===== config.mk =====
export PLATFORM = sky130hd
export DESIGN_NAME = ed_rf
export DESIGN_NICKNAME = d
export VERILOG_FILES = /design/src/hw/rtl/assert_macros.svh /design/src/hw/rtl/ed_pkg.sv /design/src/hw/rtl/ed_rf.sv
export SDC_FILE = /design/constraint.sdc
export NUM_CORES = 2
export LEC_CHECK = 0
export ABC_CLOCK_PERIOD_IN_PS = 26000
export CELL_PAD_IN_SITES_DETAIL_PLACEMENT = 1
export CELL_PAD_IN_SITES_GLOBAL_PLACEMENT = 2
export CORE_ASPECT_RATIO = 0.8
export CORE_MARGIN = 8
export CORE_UTILIZATION = 51
export CTS_BUF_LIST = sky130_fd_sc_hd__clkbuf_16
export CTS_CLUSTER_DIAMETER = 100
export DETAILED_ROUTE_END_ITERATION = 6
export DONT_BUFFER_PORTS = 1
export PLACE_DENSITY_LB_ADDON = 0.08
export SKIP_LAST_GASP = 1
export SYNTH_ARGS = -nofsm -noshare
export SYNTH_HDL_FRONTEND = slang
export SYNTH_SLANG_ARGS = --single-unit
export TNS_END_PERCENT = 1

===== constraint.sdc =====
create_clock -name clk -period 26 [get_ports clk]
set_input_delay 1.3 -clock clk [delete_from_list [all_inputs] [get_ports clk]]
set_output_delay 1.3 -clock clk [all_outputs]
set_load 0.01 [all_outputs]

===== src/hw/rtl/assert_macros.svh =====
// Assertion helpers for the RTL files; the point-check unit includes them.
`ifndef ASSERT_MACROS_SVH
`define ASSERT_MACROS_SVH

// Same-cycle implication, quiet during reset.
`define ASSERT_IMPL(label, ante, cons, msg) \
  label: assert property (@(posedge clk) disable iff (rst) (ante) |-> (cons)) \
    else $error(msg);

// Next-cycle implication, quiet during reset.
`define ASSERT_NEXT(label, ante, cons, msg) \
  label: assert property (@(posedge clk) disable iff (rst) (ante) |=> (cons)) \
    else $error(msg);

`endif


===== src/hw/rtl/ed_pkg.sv =====
`default_nettype none
package ed_pkg;

  typedef logic [254:0] fe_t;

  localparam fe_t P    = 255'h7fffffffffffffffffffffffffffffffffffffffffffffffffffffffffffffed;
  localparam fe_t PM1  = 255'h7fffffffffffffffffffffffffffffffffffffffffffffffffffffffffffffec;
  localparam fe_t D    = 255'h52036cee2b6ffe738cc740797779e89800700a4d4141d8ab75eb4dca135978a3;
  localparam fe_t HALF = 255'h3ffffffffffffffffffffffffffffffffffffffffffffffffffffffffffffff6;
  localparam fe_t ONE  = 255'h1;
  localparam logic [7:0] E_TOP = 8'd253;
  localparam int RF_DEPTH = 8;

  typedef enum logic [2:0] {A_Y, A_U, A_V, A_W, A_ACC} rf_addr_t;

  typedef enum logic [1:0] {OP_MUL, OP_SUB1, OP_ADD1, OP_ONE} op_t;

  typedef enum logic [2:0] {
    PC_SQY, PC_U, PC_DY, PC_V, PC_W, PC_ONE, PC_SQ, PC_MW
  } pc_t;

  typedef enum logic [2:0] {ST_IDLE, ST_RD, ST_EXE, ST_MULW, ST_FIN, ST_OUT} seq_st_t;

  typedef enum logic [2:0] {M_IDLE, M_ACC, M_RED1, M_RED2, M_RED3} mul_st_t;

  typedef struct packed {
    logic     we;
    rf_addr_t waddr;
    fe_t      wdata;
    rf_addr_t raddr_a;
    rf_addr_t raddr_b;
  } rf_req_t;

  typedef struct packed {
    op_t      op;
    rf_addr_t a;
    rf_addr_t b;
    logic     bconst;
    rf_addr_t dst;
  } uop_t;

  function automatic uop_t uop_of(pc_t pc);
    uop_t u;
    u = '{op: OP_MUL, a: A_Y, b: A_Y, bconst: 1'b0, dst: A_Y};
    case (pc)
      PC_SQY: u = '{op: OP_MUL,  a: A_Y,   b: A_Y,   bconst: 1'b0, dst: A_Y};
      PC_U:   u = '{op: OP_SUB1, a: A_Y,   b: A_Y,   bconst: 1'b0, dst: A_U};
      PC_DY:  u = '{op: OP_MUL,  a: A_Y,   b: A_Y,   bconst: 1'b1, dst: A_V};
      PC_V:   u = '{op: OP_ADD1, a: A_V,   b: A_V,   bconst: 1'b0, dst: A_V};
      PC_W:   u = '{op: OP_MUL,  a: A_U,   b: A_V,   bconst: 1'b0, dst: A_W};
      PC_ONE: u = '{op: OP_ONE,  a: A_ACC, b: A_ACC, bconst: 1'b0, dst: A_ACC};
      PC_SQ:  u = '{op: OP_MUL,  a: A_ACC, b: A_ACC, bconst: 1'b0, dst: A_ACC};
      PC_MW:  u = '{op: OP_MUL,  a: A_ACC, b: A_W,   bconst: 1'b0, dst: A_ACC};
      default: u = '{op: OP_MUL, a: A_Y,   b: A_Y,   bconst: 1'b0, dst: A_Y};
    endcase
    return u;
  endfunction

endpackage
`default_nettype wire


===== src/hw/rtl/ed_rf.sv =====
`default_nettype none
module ed_rf (
  input  wire             clk,
  input  ed_pkg::rf_req_t req,
  output ed_pkg::fe_t     rd_a,
  output ed_pkg::fe_t     rd_b
);
  import ed_pkg::*;

  fe_t mem [RF_DEPTH];

  always_ff @(posedge clk) begin
    if (req.we) begin
      mem[req.waddr] <= req.wdata;
    end
    rd_a <= mem[req.raddr_a];
    rd_b <= mem[req.raddr_b];
  end

endmodule
`default_nettype wire


-- Yosys cells after proc, flatten, opt, wreduce, memory -nomap -nowiden
Memory sizes are Yosys's and may differ from the RTL's. A register that Yosys moved wholly into a read port is not among the register bits.
Cells that the tools add are included.
- mux-type cells: 2
- operators with widths (operator ; number):
    $mux W1 ; 2
- input port bits: 266
- bits in writable memories: 2040
- bits in registers: 0
- memories kept: 1
- output and inout port bits: 510
- memories (memory ; words ; bits a word ; rd ports ; clocked after memory_dff ; write ports ; RTL line ; text):
    mem ; 8 ; 255 ; 2 ; 2 ; 1 ; ed_rf.sv:10 ; fe_t mem [RF_DEPTH];

-- Depth between registers and ports, before layout
- depth after elaboration: 2
- depth in mapped cells: 5

-- Worst setup path before layout
No wires, ideal clock.
- path kind: input -> register
- start: input port req[261] in the netlist's numbering
- end: memory mem[0][0] in the netlist's numbering (enable)
- stages: 1
- data required time: 24.813 ns
- data arrival time: 18.805 ns
- path slack: 6.008 ns
- path through: nor3_1
- RTL lines (item ; RTL line ; text):
    start, declared ; ed_rf.sv:4 ; input ed_pkg::rf_req_t req,
    end, declared ; ed_rf.sv:10 ;
No word-level cell before the write port.

-- Worst setup path after layout
- start: input port req[263] in the netlist's numbering
- end: memory mem[3][210] in the netlist's numbering (enable)
No word-level cell before the write port.

==> summary.md <==
| Metric | Value |
|---|---|
| Top cell type's share of synthesized area | approximately 58% |
| CTS Buffer Depth | 4 |
| Grt total ovfl | 0 |
| Clock share of power | 41.4% |
| Synthesized-area fraction occupied by adder cells | 0% |
| Maximum vdd drop | 64.4 uV |
| Crit-path max FO | 48 |
| Largest family of logic cells by synthesized area | multiplexers |
| Switching Fraction | 21.3% |
| Synth warn | 0 |
| Routed Antenna Nets | 0 |
| Final cycle utilization of the critical path | 18.7% |
| Initial DRC Count | 3300 |
| Delay-heaviest family, CP | buffers and inverters |
| Final count of pins violating max slew | 165 |
| Die height | 423 um |
| CP max stage cell | buf_4 |
| Final Hold Vio Count | 0 |
| Leak | about 40 nW |
| # nets final | 4679 |
| Chip width | approximately 520 um |
| Footprint of the multi-input gates | 0.0322 mm^2 |
| Final min period | 4.86 ns |
| Initial Util | 51.3% |
| Critical Path, Cell by Cell | nand2b_1 > nor2_4 > buf_4 > buf_4 > buf_4 > buf_4 > buf_4 |
| #FFs+latches synth | 2550 |
| Final setup violation count | 0 |
| Syn_nets | 4643 |
| Clock tree sinks | 2550 |
| Setup CP Type | input pin to register |
| I/O Buffers | 0 |
| XOR/XNOR Fraction of Synth Area | 0% |
| Simple-gate share of the synthesized area | less than 1% |
| Max_cap viols | 0 |
| Placeable Area | 0.206 mm^2 |
| Synth-to-layout area growth | 9.95% |
| Clock skew | 0.0280 ns |
| # Post-CTS Setup Buffers | 0 |
| Overall power | 8.91 mW |
| Wire per inst | 35.6 um |
| First-pass GRT wire length | 370000 um |
| Worst-path clk slew | ~0.060 ns |
| Placer Congestion | 0.740 |
| Final WL | between 200000 and 300000 um |
| CP startpoint kind | input pin |
| H-Tree Depth | 5 |
| Reg area | just over 0.07 mm^2 |
| Reg power frac | approximately 54% |
| Most common cell after layout, fill and taps aside | edfxtp_1 |
| CP most frequent cell | buf_4 |
| FP Rows | around 150 |
| GR peak layer | met2 |
| Largest net degree at the start of global routing | roughly 510 |
| Post-synthesis cell type count | 14 |
| Met1 usage | 27.7% |
| CTS resizes | 0 |
| Placed Cells | 6852 |
| CTS tree | done |
| Status | complete, but fails checks |
| Total GRT Usage | 22.8% |
| Comb power frac | 5.0% |
| P_sw | 1.89 mW |
| Cts hold-fix bufs | 0 |
| Hold Crit Class | input pin to register |
| Pwr Density | 76.7 mW/mm^2 |
| # DRC | 0 |
| Register area share after synthesis | just under 70% |
| Maximum clock rate | between 200 and 250 MHz |
| Clock Latency Late Sink | 0.82 ns |
| Mean Syn Cell Area | 24.1 um^2 |
| Clock root buffer | clkbuf_16 |
| P_int | roughly 7 mW |
| CTS Buf Count | 268 |
| Failing checks | slew limit |
| Vias in the first global route | 50275 |
| Met3 Use GR | around 6.1% |
| Worst path arrival time | 5.28 ns |
| Critical Path RT | 26.42 ns |
| Critical path capture point type | register |
| Syn Std Cell Area | 0.106 mm^2 |
| Worst slew pin tran | 1.70 ns |
| Antenna violations before repair | 2 |
| Via-to-Cell Ratio | 6.40 |
| RSZ-0062 raised after global routing | false |
| Most frequent cells in the layout | edfxtp_1, mux4_1, mux2_2, dfxtp_1, clkbuf_16 |
| Fraction of synthesized area in multiplexers | 30.4% |
| Critical path's largest stage delay | between 0.8 and 0.9 ns |
| Setup TNS | 0 ns |
| Critical path buffers and inverters | 5 |
| Via Count | 46995 |
| First-pass iteration count of the detailed router | 5 |
| Die area | 0.222 mm^2 |
| Area contributors post-synth | edfxtp_1, mux4_1, dfxtp_1 |
| Finished Layout Cells | between 7000 and 8000 |
| GR met2 Demand/Resource | 40.1% |
| Slew headroom | -13.4% |
| IO Count | approximately 780 |
| Share of cells above drive strength 1 | ~23% |
| Synth Area in Compound Gates | 0% |
| Synth area leader | edfxtp_1 |
| Gate Count Post-Synth | 4377 |
| Post-DP HPWL | approximately 140000 um |
| # fillers | 16417 |
==> final cells by class <==
type	instances	share of cell area, %
Multi-Input combinational cell	1543	27.7
Timing Repair Buffer	50	0.532
Sequential cell	2550	61.5
Antenna cell	2	0.00431
Tap cell	2718	2.93
Clock buffer	282	6.08
Clock inverter	199	1.17
==> cell families (layout without fill, tap and decap cells) <==
kind of cell / after synthesis / in the layout
buffers and inverters: 284 / 531
and+or+nand+nor: 13 / 13
DFF: 2550 / 2550
other: 0 / 2
muxes: 1530 / 1530
==> state kept, by name, indices dropped and copies added, names as in the netlist <==
name	flops
rd_b	255
mem	2040
rd_a	255
==> worst paths after layout <==
kind | slack, ns | cells after the start | startpoint | end
worst max-delay path | 21.14 | 7 | req[263] | mem[3][210]
worst min-delay path | 0.57 | 0 | req[237] | mem[5][231]
worst max register to register | 24.59 | 2 | mem[1][245] | rd_b[245]
worst min register to register | 0.69 | 2 | mem[0][154] | rd_b[154]
==> power by group through the flow <==
stage / logic [mW] / clock network, mW / registers (mW)
final: 0.448 / 3.69 / 4.77
after global placement: 0.387 / 0 / 4.85
after detailed placement: 0.387 / 0 / 4.86
after CTS: 0.391 / 3.78 / 4.78
after floorplan: 0.385 / 0 / 4.81
after global routing: 0.471 / 3.92 / 4.79
==> synth_stat cells, drive strengths merged <==
cell / count
edfxtp: 2040
mux4: 1020
dfxtp: 510
mux2: 510
buf: 173
clkbuf: 111
nor2: 6
nand2b: 3
nand2: 2
nor3: 2
==> routing by layer <==
metal  share of wire, %  wire [um]  vias to the layer above
met1                 39     103000                    25556
li1                   -          -                    19778
met2                 51     133000                     1303
met4                3.1       8220                        0
met5                  0          0                        -
met3                6.6      17300                      358
==> metrics by stage <==
step,setup WS [ns],utilization (%),hold slack (ns),cell area (um^2)
after detailed placement,20.16,52.2,0.681,107000
after global placement,20.17,52.2,0.667,107000
final,21.14,56.4,0.568,116000
after global routing,20.97,56.4,0.507,116000
after floorplan,6.01,-,0.659,106000
after CTS,21.08,56.2,0.480,116000
No activity file was read; power rests on OpenSTA's default activity.
